## config.mk

```make
export PLATFORM = sky130hd
export DESIGN_NAME = qvs_lane
export DESIGN_NICKNAME = d
export VERILOG_FILES = /design/src/sv/qvs_pkg.sv /design/src/sv/qvs_lane.sv
export SDC_FILE = /design/constraint.sdc
export NUM_CORES = 2
export LEC_CHECK = 0
export BUFFER_PORTS_ARGS = -buffer_cell sky130_fd_sc_hd__buf_4
export CORE_AREA = 2 2 388 390
export DETAILED_ROUTE_END_ITERATION = 12
export DIE_AREA = 0 0 390 392
export PLACE_DENSITY = 0.59
export SLEW_MARGIN = 20
export SYNTH_ARGS = -nofsm -noshare
export SYNTH_HDL_FRONTEND = slang
export SYNTH_SLANG_ARGS = --single-unit
export TNS_END_PERCENT = 5
```

## constraint.sdc

```tcl
create_clock -name clock -period 14.9 [get_ports clock]
set_input_delay 0 -clock clock [delete_from_list [all_inputs] [get_ports clock]]
set_output_delay 0 -clock clock [all_outputs]
set_load 0.1 [all_outputs]
```

## src/sv/qvs_pkg.sv

```systemverilog
`timescale 1ns / 1ps
// Shared types and constants of the quadrature velocity smoother.
package qvs_pkg;

   localparam int VEL_BITS  = 40;             // velocity word, signed, FRAC_BITS fraction
   localparam int GAIN_BITS = 16;             // Q0.16 averaging gain
   localparam int RATE_BITS = 16;             // sample rate in hertz
   localparam int SQ_BITS   = 2 * VEL_BITS;   // squared magnitude
   localparam int HALF_BITS = VEL_BITS / 2;   // squarer operand width
   localparam int GAIN_FRAC = 16;

   localparam logic [GAIN_BITS-1:0] GAIN_MIN   = 16'd13107;   // 0.2
   localparam logic [GAIN_BITS-1:0] GAIN_MAX   = 16'd52429;   // 0.8
   localparam logic [GAIN_BITS-1:0] GAIN_RESET = 16'd32768;
   localparam logic [RATE_BITS-1:0] RATE_RESET = 16'd1000;

   // register map
   localparam int CSR_INDEX_BITS = 1;
   localparam logic [CSR_INDEX_BITS-1:0] CSR_GAIN = 1'b0;
   localparam logic [CSR_INDEX_BITS-1:0] CSR_RATE = 1'b1;

   typedef enum logic [1:0] {
      S_IDLE,
      S_LANE,
      S_ROOT,
      S_SEND
   } state_type;

   // command from the sequencer to both axis lanes
   typedef struct packed {
      logic                 start;
      logic                 restart;
      logic [RATE_BITS-1:0] rate;
      logic [GAIN_BITS-1:0] alpha;
   } lane_cmd_type;

endpackage

```

## src/sv/qvs_lane.sv

```systemverilog
`timescale 1ns / 1ps
// One axis lane: count difference, rate scaling, exponential average, square.
module qvs_lane import qvs_pkg::*; #(
   parameter int COUNT_BITS = 16,
   parameter int FRAC_BITS  = 8
) (
   input  logic                       clock,
   input  logic                       reset,
   input  lane_cmd_type               cmd,
   input  logic [COUNT_BITS-1:0]      count,
   output logic                       done,
   output logic signed [VEL_BITS-1:0] avg,
   output logic [SQ_BITS-1:0]         square
);

   localparam int PROD_BITS = COUNT_BITS + RATE_BITS;
   localparam int EXT_BITS  = (PROD_BITS + FRAC_BITS > VEL_BITS + 1) ?
                              PROD_BITS + FRAC_BITS : VEL_BITS + 1;
   localparam logic [EXT_BITS-1:0] SAT_LIM = EXT_BITS'(1) << (VEL_BITS - 1);
   localparam logic signed [VEL_BITS-1:0] V_MAX = {1'b0, {(VEL_BITS-1){1'b1}}};
   localparam logic signed [VEL_BITS-1:0] V_MIN = {1'b1, {(VEL_BITS-1){1'b0}}};
   localparam int DIF_BITS = VEL_BITS + 1;
   localparam int P_BITS   = DIF_BITS + GAIN_BITS + 1;

   localparam logic [3:0] STEP_MUL  = 4'd1;
   localparam logic [3:0] STEP_SAT  = 4'd2;
   localparam logic [3:0] STEP_DIF  = 4'd3;
   localparam logic [3:0] STEP_GAIN = 4'd4;
   localparam logic [3:0] STEP_AVG  = 4'd5;
   localparam logic [3:0] STEP_ABS  = 4'd6;
   localparam logic [3:0] STEP_SQ0  = 4'd7;
   localparam logic [3:0] STEP_SQ1  = 4'd8;
   localparam logic [3:0] STEP_SQ2  = 4'd9;
   localparam logic [3:0] STEP_SQ3  = 4'd10;

   logic                        busy_ff, done_ff;
   logic [3:0]                  step_ff;
   logic [COUNT_BITS-1:0]       prev_ff;
   logic signed [VEL_BITS-1:0]  avg_ff, avg_in;
   logic                        neg_ff, rst_ff;
   logic [COUNT_BITS-1:0]       mag_ff, mag_in, diff;
   logic [PROD_BITS-1:0]        prod_ff, prod_in;
   logic [EXT_BITS-1:0]         shifted;
   logic signed [VEL_BITS-1:0]  vraw_ff, vraw_in;
   logic signed [DIF_BITS-1:0]  dif_ff, dif_in;
   logic signed [P_BITS-1:0]    p_ff, p_in;
   logic [VEL_BITS-1:0]         abs_ff, abs_in;
   logic [HALF_BITS-1:0]        op_a, op_b;
   logic [VEL_BITS-1:0]         sqp_ff, sqp_in;
   logic [SQ_BITS-1:0]          acc_ff;
   logic                        big;

   // wrapping difference, magnitude and sign
   always_comb begin
      diff   = count - prev_ff;
      mag_in = diff[COUNT_BITS-1] ? (~diff + 1'b1) : diff;
   end

   always_comb begin
      prod_in = PROD_BITS'(mag_ff) * PROD_BITS'(cmd.rate);
      shifted = EXT_BITS'(prod_ff) << FRAC_BITS;
      big     = shifted >= SAT_LIM;
      if (neg_ff) begin
         vraw_in = big ? V_MIN : -$signed(shifted[VEL_BITS-1:0]);
      end else begin
         vraw_in = big ? V_MAX : $signed(shifted[VEL_BITS-1:0]);
      end
      dif_in = DIF_BITS'(vraw_ff) - DIF_BITS'(avg_ff);
      p_in   = dif_ff * $signed({1'b0, cmd.alpha});
      // floor of the gain product: arithmetic shift
      avg_in = rst_ff ? '0 : avg_ff + p_ff[GAIN_FRAC +: VEL_BITS];
      abs_in = avg_ff[VEL_BITS-1] ? (~avg_ff + 1'b1) : avg_ff;
      op_a   = (step_ff == STEP_SQ0) ? abs_ff[HALF_BITS-1:0] : abs_ff[VEL_BITS-1:HALF_BITS];
      op_b   = (step_ff == STEP_SQ2) ? abs_ff[VEL_BITS-1:HALF_BITS] : abs_ff[HALF_BITS-1:0];
      sqp_in = VEL_BITS'(op_a) * VEL_BITS'(op_b);
   end

   // sequencing and axis state
   always_ff @(posedge clock) begin
      if (reset) begin
         busy_ff <= 1'b0;
         done_ff <= 1'b0;
         step_ff <= '0;
         prev_ff <= '0;
         avg_ff  <= '0;
      end else begin
         done_ff <= 1'b0;
         if (cmd.start) begin
            busy_ff <= 1'b1;
            step_ff <= STEP_MUL;
            prev_ff <= count;
         end else if (busy_ff) begin
            if (step_ff == STEP_SQ3) begin
               busy_ff <= 1'b0;
               done_ff <= 1'b1;
            end else begin
               step_ff <= step_ff + 1'b1;
            end
            if (step_ff == STEP_AVG) begin
               avg_ff <= avg_in;
            end
         end
      end
   end

   // datapath
   always_ff @(posedge clock) begin
      if (cmd.start) begin
         neg_ff <= diff[COUNT_BITS-1];
         mag_ff <= mag_in;
         rst_ff <= cmd.restart;
      end else if (busy_ff) begin
         case (step_ff)
            STEP_MUL:  prod_ff <= prod_in;
            STEP_SAT:  vraw_ff <= vraw_in;
            STEP_DIF:  dif_ff  <= dif_in;
            STEP_GAIN: p_ff    <= p_in;
            STEP_ABS:  abs_ff  <= abs_in;
            STEP_SQ0:  sqp_ff  <= sqp_in;
            STEP_SQ1: begin
               acc_ff <= SQ_BITS'(sqp_ff);
               sqp_ff <= sqp_in;
            end
            STEP_SQ2: begin
               acc_ff <= acc_ff + (SQ_BITS'(sqp_ff) << (HALF_BITS + 1));
               sqp_ff <= sqp_in;
            end
            STEP_SQ3:  acc_ff <= acc_ff + (SQ_BITS'(sqp_ff) << VEL_BITS);
            default: ;
         endcase
      end
   end

   assign done   = done_ff;
   assign avg    = avg_ff;
   assign square = acc_ff;

endmodule

```

==> results.cfg <==
[outcome]
outcome = complete, no violations

[global_routing]
antenna_found_initial = 2
grt_busiest_layer = met2
grt_pass1_wl_mm = 297
overflow = 0
grtUsageMet1_pct = 32.6
track_usage_pct = 24.9
grt_use_met3_pct = 4.42
grt_pass1_vias = 53100
grtUsageMet2_pct = 42.1
grt_max_degree = 86

[clock_network]
cts-root-buf = clkbuf_16
cts.reportedPaths.clkPinSlew_ps = 60
cts-resized-gates = 0
clkSinkCount = 386
cts.path.max_buffers = 3
cts_tree = done
clk_latency_ps = 660
htreeDepth = 2
cts_made_buffers = 48

[pwr]
power_leakage_nw = 34.5
switching_share_pct = 47.4
p_clk_share_pct = 9.9
p_seq_share_pct = 14.8
power_frac_comb_pct = 75.3
power.density_mw_per_mm2 = 177
switchingPower_mw = 6.04
power_mw = 12.7
irDropWorstVdd_mv = 0.564
p_int_mw = 6.70

[cells_and_area]
nNetsFinal = 9033
utilization_pct = 48.2
multi_input_area_mm2 = 0.0495
n_fill_cell = 14300
drive_gt1_share_pct = 5.26
syn2layout_area_growth_pct = 8.02
seqCellArea_mm2 = 0.0110

[routing]
detail_route.first_pass.iterations = 6
vias = 50800
drtIter0Drc = 3395
drc = 0
antenna_left = 0
wl_per_cell_um = 20.1
vias_per_cell = 5.47
routed_wl_mm = 187

[hold_path]
hp-start = cmd[32]
hp-class = in -> reg
hold_depth = 2
hold_path_end = rst_ff

[sta]
finalCritPeriodShare_pct = 64.9
hold_viol = 0
setup_violations = 0
worstMarginPinSlew_ps = 1090
slew_headroom_pct = 25.6
finalCriticalPeriod_ps = 9670
finalMaxSlewViolations = 0
fmax_ghz = 0.103
finalClockSkew_ps = 60.0
rsz0062_at_grt = false
fin_tns_setup_ps = 0

[flow_run]
maxCapViolCount = 0

[worst_setup_path]
ff2ff_setup_slack_ps = 5230
slowest_stage = a2111oi_0
startpoint_type = flop
critPathMaxFanout = 46
crit_path_end_kind = flop
critical_path_arrival_ps = 10070
r2r-start = step_ff[3]
criticalPathCategory = reg -> reg
crit_top_cell = fa_1
r2r.worst_path.cells = 29
r2r_end = sqp_ff[38]
cp_top_family = adder cells
cp.required_ps = 15300
cp_num_buf_inv = 6
cpPeakStageDelay_ps = 640

[die]
die_height_um = 392
row_count = 142
io-pin-count = 173
dieArea_mm2 = 0.153
die_w_um = 390
core_area_mm2 = 0.149
start_util_pct = 44.7

[synth]
ys_seq_area_share_pct = 16.5
syn_avg_cell_area_um2 = 9.18
synth_flop_cell = edfxtp_1
synth-async-reset-ratio_pct = 0
yosysUniqueCellTypes = 79
ys_ff_latch = 386
synth_edf_count = 324
synthCells = 7243
synth_top_area_share_pct = 33.7
synth_warnings = 0
yosys.area.top_type = fa_1
syn_area_mm2 = 0.0665
synth.net_count = 8977
yosys-top-cells-area = fa_1, edfxtp_1, ha_1, inv_1, nand2_1

[place]
dp_hpwl_mm = 145
gp_congestion = 0.930
numPortBuffers = 172
## per-stage QoR
step | area, um^2 | setup WS [ps] | hold WS (ps) | instances
floorplan | 66500 | 6570 | 98.9 | 7243
global placement | 69700 | 5520 | 182 | 9150
detailed placement | 69700 | 5340 | 182 | 9150
CTS | 71800 | 5340 | 68.8 | 9283
global route | 71800 | 4760 | 103 | 9283
finish | 71800 | 5230 | 109 | 9285
## layout by cell type (no fill, tap or decap), types with 13 or more instances in the layout
cell type      netlist  final
a21o_1             146    146
buf_4                1    225
o211ai_1            29     29
nand2b_1            41     41
o21bai_1            36     36
xor2_1             118    118
nor2b_1             26     26
a21boi_0            15     15
inv_1             1349   1349
fa_1              1120   1120
edfxtp_1           324    324
or2_2               18     18
nand3_1             83     83
ha_1               562    562
or4_1               20     20
o21ai_0            202    202
dlygate4sd3_1        0     43
mux2i_1             63     55
and2_1             324    320
or3_1               33     33
nand4_1             37     37
nor3_1              71     70
and3_1              57     57
xnor2_1            202    202
nor4_1              20     19
a22oi_1             22     22
nor3b_1             13     13
clkbuf_16            0     48
nor2_1             447    447
o21a_1              39     39
a21oi_1            225    223
dfxtp_1             62     62
a211oi_1            34     34
nand2_1            995    993
a31oi_1             29     29
o31ai_1             34     34
o22ai_1             23     23
mux2_2              22     22
## metal layers
layer,part of all wire (%),wire (um)
met1,42,77900
met2,48,90200
met3,7.0,13000
met4,3.1,5770
met5,0.0037,7
## synthesized netlist by cell type (all sizes together) (24+ instances only)
library cell and count:
inv 1349, fa 1120, nand2 995, ha 562, nor2 447, and2 324
edfxtp 324, clkbuf 252, a21oi 225, o21ai 202, xnor2 202, a21o 146
xor2 118, nand3 83, nor3 71, mux2i 63, dfxtp 62, and3 58
nand2b 42, o21a 39, nand4 37, o21bai 36, a211oi 34, o31ai 34
or3 33, a31oi 29, o211ai 29, nor2b 26, or4 24
## final cells by class
cell class                      count  area share (%)
Clock inverter                     30           0.556
Sequential cell                   386            15.3
Inverter                         1350            7.06
Timing Repair Buffer              268            2.95
Multi-Input combinational cell   5245            69.0
Tap cell                         1944            3.39
Antenna cell                        2         0.00697
Clock buffer                       60            1.80
## power by group through the flow
stage	registers, mW	logic (mW)	clock network, mW
after CTS	1.88	9.81	1.29
final	1.88	9.59	1.26
after global routing	1.89	11.1	1.33
after floorplan	1.84	7.48	0
after detailed placement	1.90	9.71	0
after global placement	1.90	9.63	0
## registers in the layout, summed over array words and instances, names as in the netlist
register  cells
done          1
square       80
avg          40
abs_ff       40
busy_ff       1
dif_ff       41
neg_ff        1
step_ff       4
sqp_ff       40
p_ff         40
mag_ff       16
vraw_ff      33
rst_ff        1
prod_ff      32
prev_ff      16
## how the worst max path moves through the flow
stage,startpoint,endpoint,cells past startpoint
after floorplan,step_ff[3],sqp_ff[38],29
after CTS,step_ff[3],sqp_ff[38],29
after global placement,step_ff[3],sqp_ff[38],26
final,step_ff[3],sqp_ff[38],29
after global routing,step_ff[3],sqp_ff[38],29
after detailed placement,step_ff[3],sqp_ff[38],29
## cell families after synthesis
group / Yosys count / synth area share (%)
buf+inv: 1612 / 9.14
mux: 85 / 1.32
compound gates: 940 / 9.16
fa+ha+maj: 1682 / 44.3
flops: 386 / 16.5
simple gates: 2218 / 15.4
xor+xnor: 320 / 4.22
## repair_timing
item / in CTS / in global routing
hold buffers: 43 / 0
setup buffers: 0 / 0
endpoints found under the hold margin: 74 / 0
Note: power is estimated with default switching activity, not from simulation.
