===== config.mk =====
export PLATFORM = sky130hd
export DESIGN_NAME = qvs_merge
export DESIGN_NICKNAME = d
export VERILOG_FILES = /design/src/sv/qvs_pkg.sv /design/src/sv/qvs_merge.sv
export SDC_FILE = /design/constraint.sdc
export NUM_CORES = 1
export LEC_CHECK = 0
export BUFFER_PORTS_ARGS = -buffer_cell sky130_fd_sc_hd__buf_2
export CELL_PAD_IN_SITES_DETAIL_PLACEMENT = 0
export CELL_PAD_IN_SITES_GLOBAL_PLACEMENT = 1
export CORE_MARGIN = 2
export CORE_UTILIZATION = 35
export DETAILED_ROUTE_END_ITERATION = 16
export GPL_TIMING_DRIVEN = 1
export PLACE_DENSITY = 0.71
export RECOVER_POWER = 100
export SETUP_SLACK_MARGIN = 0.3
export SYNTH_ARGS = -nofsm -noshare
export SYNTH_HDL_FRONTEND = slang
export SYNTH_SLANG_ARGS = --single-unit
export TNS_END_PERCENT = 50

===== constraint.sdc =====
create_clock -name clock -period 3.5 [get_ports clock]
set_input_delay 0.7 -clock clock [delete_from_list [all_inputs] [get_ports clock]]
set_output_delay 0.7 -clock clock [all_outputs]
set_load 0.05 [all_outputs]

===== src/sv/qvs_pkg.sv =====
`timescale 1ns / 1ps
// Shared types and constants of the quadrature velocity smoother.
package qvs_pkg;

   localparam int VEL_BITS  = 40;             // velocity word, signed, FRAC_BITS fraction
   localparam int GAIN_BITS = 16;             // Q0.16 averaging gain
   localparam int RATE_BITS = 16;             // sample rate in hertz
   localparam int SQ_BITS   = 2 * VEL_BITS;   // squared magnitude
   localparam int HALF_BITS = VEL_BITS / 2;   // squarer operand width
   localparam int GAIN_FRAC = 16;

   localparam logic [GAIN_BITS-1:0] GAIN_MIN   = 16'd13107;   // 0.2
   localparam logic [GAIN_BITS-1:0] GAIN_MAX   = 16'd52429;   // 0.8
   localparam logic [GAIN_BITS-1:0] GAIN_RESET = 16'd32768;
   localparam logic [RATE_BITS-1:0] RATE_RESET = 16'd1000;

   // register map
   localparam int CSR_INDEX_BITS = 1;
   localparam logic [CSR_INDEX_BITS-1:0] CSR_GAIN = 1'b0;
   localparam logic [CSR_INDEX_BITS-1:0] CSR_RATE = 1'b1;

   typedef enum logic [1:0] {
      S_IDLE,
      S_LANE,
      S_ROOT,
      S_SEND
   } state_type;

   // command from the sequencer to both axis lanes
   typedef struct packed {
      logic                 start;
      logic                 restart;
      logic [RATE_BITS-1:0] rate;
      logic [GAIN_BITS-1:0] alpha;
   } lane_cmd_type;

endpackage


===== src/sv/qvs_merge.sv =====
`timescale 1ns / 1ps
// Merge stage: sums the lane squares and takes a bit-serial integer square root.
module qvs_merge import qvs_pkg::*; (
   input  logic                clock,
   input  logic                reset,
   input  logic                start,
   input  logic [SQ_BITS-1:0]  square_x,
   input  logic [SQ_BITS-1:0]  square_y,
   output logic                done,
   output logic [VEL_BITS-1:0] root
);

   localparam int REM_BITS = VEL_BITS + 2;
   localparam int SH_BITS  = VEL_BITS + 4;
   localparam int CNT_BITS = $clog2(VEL_BITS);

   logic                busy_ff, done_ff;
   logic [CNT_BITS-1:0] cnt_ff;
   logic [SQ_BITS-1:0]  rad_ff;
   logic [REM_BITS-1:0] rem_ff, rem_in;
   logic [VEL_BITS-1:0] root_ff, root_in;
   logic [SH_BITS-1:0]  rem_sh, trial;
   logic                ge;

   // one result bit per cycle, restoring form
   always_comb begin
      rem_sh  = {rem_ff, rad_ff[SQ_BITS-1 -: 2]};
      trial   = {(SH_BITS-2)'(root_ff), 2'b01};
      ge      = rem_sh >= trial;
      rem_in  = ge ? REM_BITS'(rem_sh - trial) : REM_BITS'(rem_sh);
      root_in = {root_ff[VEL_BITS-2:0], ge};
   end

   always_ff @(posedge clock) begin
      if (reset) begin
         busy_ff <= 1'b0;
         done_ff <= 1'b0;
         cnt_ff  <= '0;
      end else begin
         done_ff <= 1'b0;
         if (start) begin
            busy_ff <= 1'b1;
            cnt_ff  <= CNT_BITS'(VEL_BITS - 1);
         end else if (busy_ff) begin
            cnt_ff <= cnt_ff - 1'b1;
            if (cnt_ff == '0) begin
               busy_ff <= 1'b0;
               done_ff <= 1'b1;
            end
         end
      end
   end

   always_ff @(posedge clock) begin
      if (start) begin
         rad_ff  <= square_x + square_y;
         rem_ff  <= '0;
         root_ff <= '0;
      end else if (busy_ff) begin
         rad_ff  <= rad_ff << 2;
         rem_ff  <= rem_in;
         root_ff <= root_in;
      end
   end

   assign done = done_ff;
   assign root = root_ff;

endmodule


==> implementation parameters, run 1 <==
Parameter                              Value

Run
  Count of maximum capacitance violations ... 0

Yosys
  Area of the mapped netlist ... about 15000 sq um
  Number of nets in the synthesized netlist ... 2046
  Share of the synthesized area in the top cell type ... 0.166
  Top cells by area, synth ... sky130_fd_sc_hd__edfxtp_1 17%, sky130_fd_sc_hd__dfxtp_1 12%, sky130_fd_sc_hd__ha_1 11%
  Compound-gate portion of the synthesized area ... 0.249
  Share of synthesized area spent on multiplexers ... 0.0710
  Number of unique standard cell types used by synthesis ... 87
  Flip-flop and latch count after synthesis ... 170
  Combinational family with the most area after synthesis ... compound AO/OA/AOI/OAI gates
  Synthesis warning total ... 0
  Adder-cell share of the synthesized area ... 0.107
  Count of flip-flops with a built-in enable after synthesis ... 80
  Parity-gate share of the synthesized area counting xor and xnor cells ... 0.0561
  Post-Syn Area per Cell ... 8.25 sq um
  Simple logic cell fraction of the synthesized area ... 0.179
  Async set-or-reset flop fraction in the synthesized netlist ... 0
  Portion of the post-synthesis area used by sequential elements ... 0.290
  Top_reg_cell synth ... sky130_fd_sc_hd__dfxtp_1
  Cell taking the most area after synthesis ... sky130_fd_sc_hd__edfxtp_1
  Gate count of the mapped netlist ... between 1500 and 2000

Setup path
  Largest delay share family, worst path ... simple AND/OR/NAND/NOR gates
  Library cell contributing the largest single delay on the critical path ... sky130_fd_sc_hd__or4_1
  Peak per-stage delay on the critical path ... between 0.6 and 0.7 ns
  Critical register-to-register path startpoint ... rad_ff[78]
  Worst setup path startpoint ... square_y[33]
  Critical path arrival ... ~3.5 ns
  Launching element type of the critical path ... primary input
  Kind of critical path ... in -> reg
  CP Data Required Time ... 3.77 ns
  Cell Chain, Critical Path ... buf_2, ha_2, nand4_4, or4_1, a2bb2oi_1, and3_4, o21ai_4, o2111ai_2, and2_4, o311a_1, o31ai_1
  Top fanout value on the critical path ... 6
  Type of destination of the critical path ... register
  Count of buffer and inverter cells on the critical path ... 1

Placed design
  Post-DP HPWL ... 34.6 mm
  Placed Instances ... 2646
  Area post-placement ... around 18000 sq um
  Post-Place Worst Slack ... -0.299 ns
  Global placer's final weighted congestion ... approximately 0.86
  Buffers added on ports ... 203

Timing
  Min Tclk post-route ... 3.25 ns
  Achievable frequency ... 0.308 GHz
  Number of pins with negative max-slew slack in the final report ... 0
  Setup TNS Final ... 0 ns
  Unrepaired setup endpoints after global routing ... yes
  Max transition margin ... 0.0298
  Setup slack after layout ... approximately 0.25 ns
  Hold slack ... 0.495 ns
  Final worst path period share ... 0.928
  Final Hold Violating Endpoints ... 0
  Slew at the pin closest to its max-slew limit ... 1.46 ns
  Final count of negative-setup-slack endpoints ... 0
  Final clock skew ... about 0.014 ns

CTS
  Hold buffer count at cts ... 0
  Clock latency on the worst-skew pair ... 0.45 ns
  Depth of the CTS H-tree ... 4
  Root buffer cell ... sky130_fd_sc_hd__clkbuf_16
  CTS tree ... built
  Clock transition at the register clock pins on the worst setup and hold paths after CTS ... 0.08 ns
  Number of buffers added by the clock tree synthesis step ... 17
  Maximum root-to-sink buffer count ... 2
  Number of sinks handled by clock tree synthesis ... 170

Final layout
  Area growth from synthesis to layout ... 29.2%
  Final design area excluding fillers ... 18700 sq um
  Number of non-filler instances in the completed layout ... between 2000 and 3000
  # nets final ... 2433
  Core occupancy in the finished layout ... 0.459
  Share of final-layout standard cells stronger than drive strength 1 ... 0.276

Routing
  Total wire length ... approximately 44 mm
  Routed length per instance ... 16.5 um
  Via count ... 14400
  Remaining design rule violation count ... 0
  Ratio of routed vias to standard cells ... 5.37
  Count of routing violations after the opening detailed-route iteration ... 807
  Number of iterations in the first detailed-routing pass ... 5
  Routed Antenna Nets ... 0

Global route
  Vias in the first global route ... 14200
  Total global routing overflow ... 0
  Largest net degree at the start of global routing ... 88
  Initial antenna violation count ... 1
  First-pass GRT wire length ... a little over 70 mm
  Overall global routing resource usage ... 0.201

Power and ir drop
  Largest vdd supply drop ... 319 uV
  Leakage dissipation ... 7.96 nW
  Power density of the placed cells ... 491 nW/um^2
  Total chip power ... 9.20 mW

Min path
  Worst Hold Launch ... rem_ff[34]
  Worst min path class ... reg -> reg

Floorplanning
  Width of the die ... 208 um
  Initial core utilization ... 0.355
  Full die area ... 43100 sq um
  I/O Pins ... just over 200
  Die height ... 208 um
  Site Rows ... 74
  Floorplan Core Area ... 40800 sq um

Outcome
  Result of the run ... completed
==> metal layers <==
layer	track usage	up-vias	share of wire
li1	-	7251	-
met3	0.0259	30	0.030
met5	0	-	0
met2	0.352	256	0.49
met1	0.266	6907	0.47
met4	0.0350	0	0.011
==> power breakdown <==
part	leakage (nW)	switching, mW	internal [mW]
sequential	1.55	0.154	2.41
combinational	6.12	2.47	2.12
clock	0.293	0.900	1.14
total	7.96	3.53	5.67
==> cells in the mapped netlist, drive strengths merged (39+ instances only) <==
| master | instances |
|---|---|
| nor2 | 173 |
| o21ai | 78 |
| edfxtp | 80 |
| ha | 123 |
| nand4 | 44 |
| clkbuf | 69 |
| a21o | 74 |
| nor3 | 39 |
| nand2 | 193 |
| mux2 | 55 |
| xnor2 | 61 |
| a21oi | 163 |
| inv | 79 |
| mux2i | 41 |
| dfxtp | 90 |
==> path summary, 6_finish.rpt <==
kind | to | slack, ns | cells after the start
setup reg to reg | rem_ff[34] | 0.31 | 13
hold reg to reg | rem_ff[36] | 0.50 | 2
hold / removal | rem_ff[36] | 0.50 | 2
setup / recovery | rad_ff[77] | 0.25 | 11
==> what timing repair did <==
action	CTS	global route
pin swaps	6	32
resized for setup	17	87
endpoints found under the setup margin	57	74
buffers inserted	3	10
endpoints found under the hold margin	0	0
==> layout by cell type (no fill, tap or decap), types with 25 or more instances in the layout <==
cell                         n
sky130_fd_sc_hd__a21o_1     74
sky130_fd_sc_hd__a21oi_1   143
sky130_fd_sc_hd__a311oi_1   31
sky130_fd_sc_hd__buf_2     160
sky130_fd_sc_hd__buf_4     241
sky130_fd_sc_hd__clkbuf_1   53
sky130_fd_sc_hd__dfxtp_1    85
sky130_fd_sc_hd__edfxtp_1   80
sky130_fd_sc_hd__ha_1      103
sky130_fd_sc_hd__inv_1      78
sky130_fd_sc_hd__mux2_2     52
sky130_fd_sc_hd__mux2i_1    41
sky130_fd_sc_hd__nand2_1   191
sky130_fd_sc_hd__nand3_1    25
sky130_fd_sc_hd__nand4_1    43
sky130_fd_sc_hd__nor2_1    171
sky130_fd_sc_hd__nor3_1     37
sky130_fd_sc_hd__o21ai_0    64
sky130_fd_sc_hd__xnor2_1    61
sky130_fd_sc_hd__xor2_1     32
==> state kept, by name (all words and copies together), names as in the netlist <==
register  count
cnt_ff        6
rad_ff       80
done          1
busy_ff       1
root         40
rem_ff       42
==> worst register-to-register path: stages, from the launching register on <==
cell                       delay [ns]
sky130_fd_sc_hd__edfxtp_1        0.43
sky130_fd_sc_hd__inv_1           0.10
sky130_fd_sc_hd__ha_1            0.24
sky130_fd_sc_hd__nor2b_2         0.14
sky130_fd_sc_hd__o31a_1          0.22
sky130_fd_sc_hd__o31ai_1         0.10
sky130_fd_sc_hd__buf_4           0.16
sky130_fd_sc_hd__a211oi_4        0.32
sky130_fd_sc_hd__nor2_4          0.10
sky130_fd_sc_hd__o211ai_1        0.29
sky130_fd_sc_hd__nand2_2         0.16
sky130_fd_sc_hd__buf_6           0.18
sky130_fd_sc_hd__or3_1           0.39
sky130_fd_sc_hd__a311oi_2        0.27
==> layout make-up <==
class,count,area (sq um)
inverters,80,300
fillers,4113,22100
clock buffers,17,425
clock inverters,15,188
multi-input cells,1411,10000
well taps,532,666
repair buffers,466,2930
flip-flops and latches,170,4210
diodes,1,2.50
==> cell families (layout without fill, tap and decap cells) <==
group | Yosys count | after routing
buffers and inverters | 178 | 578
adders and majority gates | 124 | 124
and+or+nand+nor | 562 | 562
other | 0 | 1
xor gates and xnor gates | 93 | 93
DFF | 170 | 170
AOI/OAI and AO/OA | 536 | 536
muxes | 96 | 96
Note: power is estimated with default switching activity, not from simulation.
==> inputs of run 2 (changes only) <==
--- a/config.mk
+++ b/config.mk
@@ -10,2 +10,3 @@
 export CELL_PAD_IN_SITES_GLOBAL_PLACEMENT = 1
+export CORE_ASPECT_RATIO = 1.75
 export CORE_MARGIN = 2
==> constraint.sdc (replaced) <==
create_clock -name clock -period 3.5 [get_ports clock]
set_input_delay 0.525 -clock clock [delete_from_list [all_inputs] [get_ports clock]]
set_output_delay 0.525 -clock clock [all_outputs]
set_load 0.05 [all_outputs]
==> implementation parameters, run 2 (same netlist as run 1, synthesis figures left out) <==
Parameter                              Value

Outcome
  Result of the run ... finished, violations left (was completed)
  Violated checks ... max-capacitance violations, max-slew violations

Routing
  Routed Antenna Nets ... 0 (unchanged)
  Via count ... 14200 (was 14400)
  Number of iterations in the first detailed-routing pass ... 5 (unchanged)
  Routed length per instance ... 17.7 um (was 16.5 um)
  Total wire length ... 46.6 mm (was 44.4 mm)
  Count of routing violations after the opening detailed-route iteration ... 657 (was 807)
  Remaining design rule violation count ... 0 (unchanged)
  Ratio of routed vias to standard cells ... 5.41 (was 5.37)

Timing
  Achievable frequency ... 0.309 GHz (was 0.308 GHz)
  Final worst path period share ... 0.925 (was 0.928)
  Min Tclk post-route ... 3.24 ns (was 3.25 ns)
  Number of pins with negative max-slew slack in the final report ... 174 (was 0)
  Max transition margin ... -0.455 (was 0.0298)
  Slew at the pin closest to its max-slew limit ... 2.18 ns (was 1.46 ns)
  Unrepaired setup endpoints after global routing ... yes (unchanged)
  Final clock skew ... 0.0117 ns (was 0.0136 ns)
  Setup slack after layout ... 0.262 ns (was 0.251 ns)
  Final count of negative-setup-slack endpoints ... 0 (unchanged)
  Final Hold Violating Endpoints ... 0 (unchanged)

Power and ir drop
  Cell Int Power ... 5.75 mW (was 5.67 mW)
  Share of total power in the clock network ... 0.218 (was 0.222)
  Power density of the placed cells ... 516 nW/um^2 (was 491 nW/um^2)
  Sequential share of power ... 0.275 (was 0.279)
  Comb pwr share ... 0.507 (was 0.500)
  Leakage dissipation ... 7.60 nW (was 7.96 nW)
  Switching power ... 3.56 mW (was 3.53 mW)
  Largest vdd supply drop ... 302 uV (was 319 uV)
  Switching power share of the total ... 0.383 (about the same)

Setup path
  Top fanout value on the critical path ... 5 (was 6)
  Worst reg2reg path depth ... 15 (was 13)
  Type of destination of the critical path ... register (unchanged)
  Kind of critical path ... in -> reg (unchanged)
  Cell occurring most often along the worst timing path ... sky130_fd_sc_hd__a21oi_1
  Launching element type of the critical path ... primary input (unchanged)
  Library cell contributing the largest single delay on the critical path ... sky130_fd_sc_hd__a211oi_1 (was sky130_fd_sc_hd__or4_1)
  Peak per-stage delay on the critical path ... 0.41 ns (was 0.65 ns)
  Cell Chain, Critical Path ... buf_2, ha_1, nand2_1, o21a_1, a21oi_1, o311ai_0, buf_4, a211oi_1, o2111ai_2, clkbuf_1, a21oi_1, nor3_1, a221o_1 (was buf_2, ha_2, nand4_4, or4_1, a2bb2oi_1, and3_4, o21ai_4, o2111ai_2, and2_4, o311a_1, o31ai_1)
  CP Data Required Time ... 3.70 ns (was 3.77 ns)
  Critical path arrival ... 3.44 ns (was 3.52 ns)

Placed design
  Global placer's final weighted congestion ... 0.936 (was 0.864)
  Area post-placement ... 17200 sq um (was 17700 sq um)
  Buffers added on ports ... 203 (unchanged)
  Post-DP HPWL ... 36.4 mm (was 34.6 mm)
  Post-Place Worst Slack ... -0.304 ns (was -0.299 ns)

Global route
  Global-route met1 utilization ... 0.210 (was 0.266)
  Largest net degree at the start of global routing ... 174 (was 88)
  Initial antenna violation count ... 0 (was 1)
  First-pass GRT wire length ... 72.5 mm (was 71.8 mm)
  Total global routing overflow ... 0 (unchanged)
  Routing layer with the top usage in global route ... met2 (unchanged)
  Met3 track demand over resource ... 0.0252 (was 0.0259)
  GR Util met2 ... 0.427 (was 0.352)
  Overall global routing resource usage ... 0.213 (was 0.201)
  Vias in the first global route ... 14500 (was 14200)

CTS
  Number of sinks handled by clock tree synthesis ... 170 (unchanged)
  Root buffer cell ... sky130_fd_sc_hd__clkbuf_16 (unchanged)
  CTS tree ... built (unchanged)
  Number of buffers added by the clock tree synthesis step ... 17 (unchanged)
  Clock transition at the register clock pins on the worst setup and hold paths after CTS ... 0.07 ns (was 0.08 ns)
  Depth of the CTS H-tree ... 4 (unchanged)
  Hold buffer count at cts ... 0 (unchanged)
  Maximum root-to-sink buffer count ... 2 (unchanged)
  Clock latency on the worst-skew pair ... 0.45 ns (about the same)

Final layout
  Highest-count cells in the layout ignoring fill and taps ... 193 x sky130_fd_sc_hd__nand2_1, 170 x sky130_fd_sc_hd__nor2_1, 161 x sky130_fd_sc_hd__a21oi_1, 161 x sky130_fd_sc_hd__buf_2, 155 x sky130_fd_sc_hd__buf_4 (was 241 x sky130_fd_sc_hd__buf_4, 191 x sky130_fd_sc_hd__nand2_1, 171 x sky130_fd_sc_hd__nor2_1)
  Final design area excluding fillers ... 18000 sq um (was 18700 sq um)
  Most flops, register ... rad_ff (unchanged)
  Max reg flops ... 80 (unchanged)
  Area growth from synthesis to layout ... 24.4% (was 29.2%)
  Share of final-layout standard cells stronger than drive strength 1 ... 0.230 (was 0.276)
  Commonest non-fill, non-tap cell in the layout ... sky130_fd_sc_hd__nand2_1 (was sky130_fd_sc_hd__buf_4)
  # nets final ... 2358 (was 2433)
  Layout fillers ... 4247 (was 4113)
  # diodes ... 0 (was 1)

Floorplanning
  Die height ... 273 um (was 208 um)
  Floorplan Core Area ... 40800 sq um (unchanged)
  I/O Pins ... 204 (unchanged)
  Width of the die ... 158 um (was 208 um)
  Site Rows ... 98 (was 74)
  Full die area ... 43200 sq um (was 43100 sq um)
  Initial core utilization ... 0.355 (unchanged)

Run
  Count of maximum capacitance violations ... 1 (was 0)

Min path
  Hold depth ... 2 (unchanged)
  Worst min path class ... in -> reg (was reg -> reg)
==> run 2: cell count changes in the layout (fill, tap and decap cells not counted), moves of 3 or more <==
cell	change
sky130_fd_sc_hd__a21oi_1	+18
sky130_fd_sc_hd__buf_4	-86
sky130_fd_sc_hd__o21ai_2	-4
sky130_fd_sc_hd__clkbuf_1	+3
sky130_fd_sc_hd__ha_1	+8
sky130_fd_sc_hd__inv_6	-5
sky130_fd_sc_hd__a21oi_2	-15
sky130_fd_sc_hd__ha_2	-9
sky130_fd_sc_hd__o21ai_0	+4
sky130_fd_sc_hd__clkbuf_4	+6
sky130_fd_sc_hd__a21oi_4	-3
==> run 2: path summary, 6_finish.rpt <==
path	end	slack (ns)	start
worst min-delay path	cnt_ff[5]	0.34	reset
worst min register to register	rem_ff[11]	0.50	rem_ff[9]
worst max register to register	rem_ff[37]	0.28	root[2]
worst max-delay path	rad_ff[61]	0.26	square_x[20]
==> run 2: power by group through the flow <==
stage,Sequential (mW),Combinational [mW],Clock [mW]
global placement,2.59,4.36,0
detailed placement,2.59,4.40,0
finish,2.56,4.72,2.03
CTS,2.55,4.46,2.08
floorplan,2.55,2.94,0
global route,2.59,5.16,2.15
==> run 2: metal layers <==
metal	vias to the layer above	share of wire
li1	7108	-
met1	6748	0.36
met2	289	0.57
met3	101	0.026
met4	0	0.044
met5	-	0
==> run 2: final cells by class <==
| cell class | instances | area (sq um) | area share |
|---|---|---|---|
| multi-input combinational | 1411 | 9840 | 0.545 |
| sequential | 170 | 4210 | 0.233 |
| timing repair buffer | 391 | 2390 | 0.133 |
| tap | 550 | 688 | 0.0381 |
| clock buffer | 20 | 437 | 0.0242 |
| inverter | 80 | 300 | 0.0166 |
| clock inverter | 12 | 173 | 0.00957 |
==> run 2: critical path, delay by kind of cell <==
kind	cells	cell delay, ns
compound gates	7	1.88
simple gates	2	0.17
buf+inv	3	0.50
fa+ha+maj	1	0.35
==> run 2: what timing repair did <==
item / in CTS / in global routing
setup endpoints to repair: 40 / 60
gates cloned: 0 / 2
endpoints found under the hold margin: 0 / 0
setup buffers: 1 / 8
pin swaps: 2 / 14
gates resized for setup: 5 / 50
==> run 2: through the flow <==
step	total power, mW	std cells	hold slack [ns]	setup TNS (ns)	utilization
CTS	9.10	2624	0.320	0	0.438
detailed placement	6.99	2591	0.488	-2.99	0.422
global route	9.90	2634	0.334	0	0.442
floorplan	5.49	1759	0.458	0	-
global placement	6.96	2591	0.482	-1.42	0.422
finish	9.32	2634	0.341	0	0.442
==> inputs of run 3 (changes only) <==
Settings changed: CORE_ASPECT_RATIO 1.75 to 1.25, CORE_UTILIZATION 35 to 40, PLACE_DENSITY 0.71 to 0.79.
==> implementation parameters, run 3 (same netlist as run 1, synthesis figures left out) <==
Parameter                              Value

Setup path
  Library cell contributing the largest single delay on the critical path ... sky130_fd_sc_hd__o31ai_2 (was sky130_fd_sc_hd__a211oi_1)
  Type of destination of the critical path ... register (unchanged)
  Kind of critical path ... reg -> reg (was in -> reg)
  Top fanout value on the critical path ... 4 (was 5)
  CP Data Required Time ... 3.83 ns (was 3.70 ns)
  Peak per-stage delay on the critical path ... 0.46 ns (was 0.41 ns)
  Critical path arrival ... 3.57 ns (was 3.44 ns)
  Cell Chain, Critical Path ... inv_1, ha_4, o21a_1, o22ai_2, a211oi_2, o211ai_1, buf_4, a221o_2, o31ai_2, a221oi_2, mux2_1, a211oi_1 (was buf_2, ha_1, nand2_1, o21a_1, a21oi_1, o311ai_0, buf_4, a211oi_1, o2111ai_2, clkbuf_1, a21oi_1, nor3_1, a221o_1)
  Launching element type of the critical path ... register (was primary input)

Final layout
  Most flops, register ... rad_ff (unchanged)
  Layout fillers ... 3644 (was 4247)
  # nets final ... 2327 (was 2358)
  # diodes ... 0 (unchanged)
  Area growth from synthesis to layout ... 21.6% (was 24.4%)
  Max reg flops ... 80 (unchanged)
  Share of final-layout standard cells stronger than drive strength 1 ... 0.218 (was 0.230)
  Commonest non-fill, non-tap cell in the layout ... sky130_fd_sc_hd__nand2_1 (unchanged)
  Final design area excluding fillers ... 17600 sq um (was 18000 sq um)
  Highest-count cells in the layout ignoring fill and taps ... 192 x sky130_fd_sc_hd__nand2_1, 171 x sky130_fd_sc_hd__nor2_1, 162 x sky130_fd_sc_hd__buf_2 (was 193 x sky130_fd_sc_hd__nand2_1, 170 x sky130_fd_sc_hd__nor2_1, 161 x sky130_fd_sc_hd__a21oi_1, 161 x sky130_fd_sc_hd__buf_2, 155 x sky130_fd_sc_hd__buf_4)
  Core occupancy in the finished layout ... 0.490 (was 0.442)

Global route
  First-pass GRT wire length ... 69.1 mm (was 72.5 mm)
  Largest net degree at the start of global routing ... 174 (unchanged)
  Overall global routing resource usage ... 0.223 (was 0.213)
  Initial antenna violation count ... 0 (unchanged)
  Total global routing overflow ... 0 (unchanged)
  Vias in the first global route ... 14100 (was 14500)

Floorplanning
  Full die area ... 37800 sq um (was 43200 sq um)
  Die height ... 217 um (was 273 um)
  Site Rows ... 78 (was 98)
  Initial core utilization ... 0.403 (was 0.355)
  I/O Pins ... 204 (unchanged)
  Floorplan Core Area ... 36000 sq um (was 40800 sq um)
  Width of the die ... 174 um (was 158 um)

CTS
  Number of sinks handled by clock tree synthesis ... 170 (unchanged)
  Number of buffers added by the clock tree synthesis step ... 17 (unchanged)
  Root buffer cell ... sky130_fd_sc_hd__clkbuf_16 (unchanged)
  Depth of the CTS H-tree ... 4 (unchanged)
  Clock latency on the worst-skew pair ... 0.45 ns (about the same)
  CTS tree ... built (unchanged)
  Clock transition at the register clock pins on the worst setup and hold paths after CTS ... 0.07 ns (about the same)
  Maximum root-to-sink buffer count ... 2 (unchanged)
  Hold buffer count at cts ... 0 (unchanged)

Routing
  Routed length per instance ... 16.8 um (was 17.7 um)
  Total wire length ... 42.6 mm (was 46.6 mm)
  Remaining design rule violation count ... 0 (unchanged)
  Ratio of routed vias to standard cells ... 5.57 (was 5.41)
  Number of iterations in the first detailed-routing pass ... 5 (unchanged)
  Routed Antenna Nets ... 0 (unchanged)
  Via count ... 14100 (was 14200)
  Count of routing violations after the opening detailed-route iteration ... 847 (was 657)

Timing
  Hold slack ... 0.351 ns (was 0.341 ns)
  Final Hold Violating Endpoints ... 0 (unchanged)
  Final count of negative-setup-slack endpoints ... 0 (unchanged)
  Min Tclk post-route ... 3.24 ns (about the same)
  Unrepaired setup endpoints after global routing ... yes (unchanged)
  Final worst path period share ... 0.926 (was 0.925)
  Final clock skew ... 0.0105 ns (was 0.0117 ns)
  Max transition margin ... -0.473 (was -0.455)
  Number of pins with negative max-slew slack in the final report ... 174 (unchanged)
  Achievable frequency ... 0.308 GHz (was 0.309 GHz)
  Slew at the pin closest to its max-slew limit ... 2.21 ns (was 2.18 ns)

Placed design
  Post-DP HPWL ... 33.1 mm (was 36.4 mm)
  Area post-placement ... 16900 sq um (was 17200 sq um)
  Buffers added on ports ... 203 (unchanged)
  Global placer's final weighted congestion ... 0.944 (was 0.936)

Min path
  Worst min path class ... in -> reg (unchanged)

Outcome
  Result of the run ... finished, violations left (unchanged)
  Violated checks ... max-capacitance violations, max-slew violations (unchanged)

Power and ir drop
  Largest vdd supply drop ... 406 uV (was 302 uV)
  Leakage dissipation ... 7.46 nW (was 7.60 nW)
  Power density of the placed cells ... 507 nW/um^2 (was 516 nW/um^2)
  Total chip power ... 8.94 mW (was 9.32 mW)

Run
  Count of maximum capacitance violations ... 1 (unchanged)
[run 3: cell types whose count changed in the layout (fill, tap and decap cells not counted), moves of 3 or more]
cell / delta
sky130_fd_sc_hd__bufinv_16: -3
sky130_fd_sc_hd__clkbuf_2: -3
sky130_fd_sc_hd__inv_4: +4
sky130_fd_sc_hd__buf_4: -25
sky130_fd_sc_hd__nor3_2: +3
sky130_fd_sc_hd__clkbuf_1: -5
sky130_fd_sc_hd__ha_4: -4
sky130_fd_sc_hd__ha_1: +5
[run 3: worst paths after layout]
path	from	end	slack, ns	depth (start not counted)
worst max-delay path	root[1]	rem_ff[41]	0.26	12
worst min-delay path	reset	cnt_ff[2]	0.35	2
worst max register to register	root[1]	rem_ff[41]	0.26	12
worst min register to register	rem_ff[9]	rem_ff[11]	0.50	2
[run 3: worst max-delay path, delay by kind of cell (launching register included)]
kind	cells	cell delay [ns]
compound gates	8	1.89
flops	1	0.36
mux	1	0.34
fa+ha+maj	1	0.30
buf+inv	2	0.24
[run 3: area by class of cell]
class                   count  area, sq um  area share
multi-input cells        1411         9770       0.554
inverters                  80          300      0.0170
clock buffers              20          500      0.0284
clock inverters            12          105     0.00596
well taps                 480          601      0.0340
repair buffers            360         2150       0.122
flip-flops and latches    170         4210       0.239
[run 3: per-stage QoR]
stage	instances	worst slack, ns	TNS, ns
finish	2533	0.257	0
global route	2533	0.113	0
CTS	2526	0.291	0
detailed placement	2489	-0.144	-1.27
global placement	2489	-0.0878	-0.525
floorplan	1759	0.285	0
[run 3: routing by layer]
metal  GRT usage  vias to the layer above  part of all wire
met4      0.0829                        0             0.024
li1            -                     7023                 -
met5           0                        -                 0
met1       0.256                     6680              0.42
met3      0.0264                       65             0.035
met2       0.420                      340              0.52
[run 3: where the power goes]
group	total, mW	switching, mW	internal (mW)
Sequential	2.56	0.150	2.41
Combinational	4.40	2.39	2.00
Clock	1.98	0.871	1.11
[run 3: timing repair]
item / 4_1_cts / 5_1_grt
endpoints found under the setup margin: 42 / 67
endpoints found under the hold margin: 0 / 0
resized for setup: 6 / 43
pin swaps: 6 / 18
buffers inserted: 5 / 7
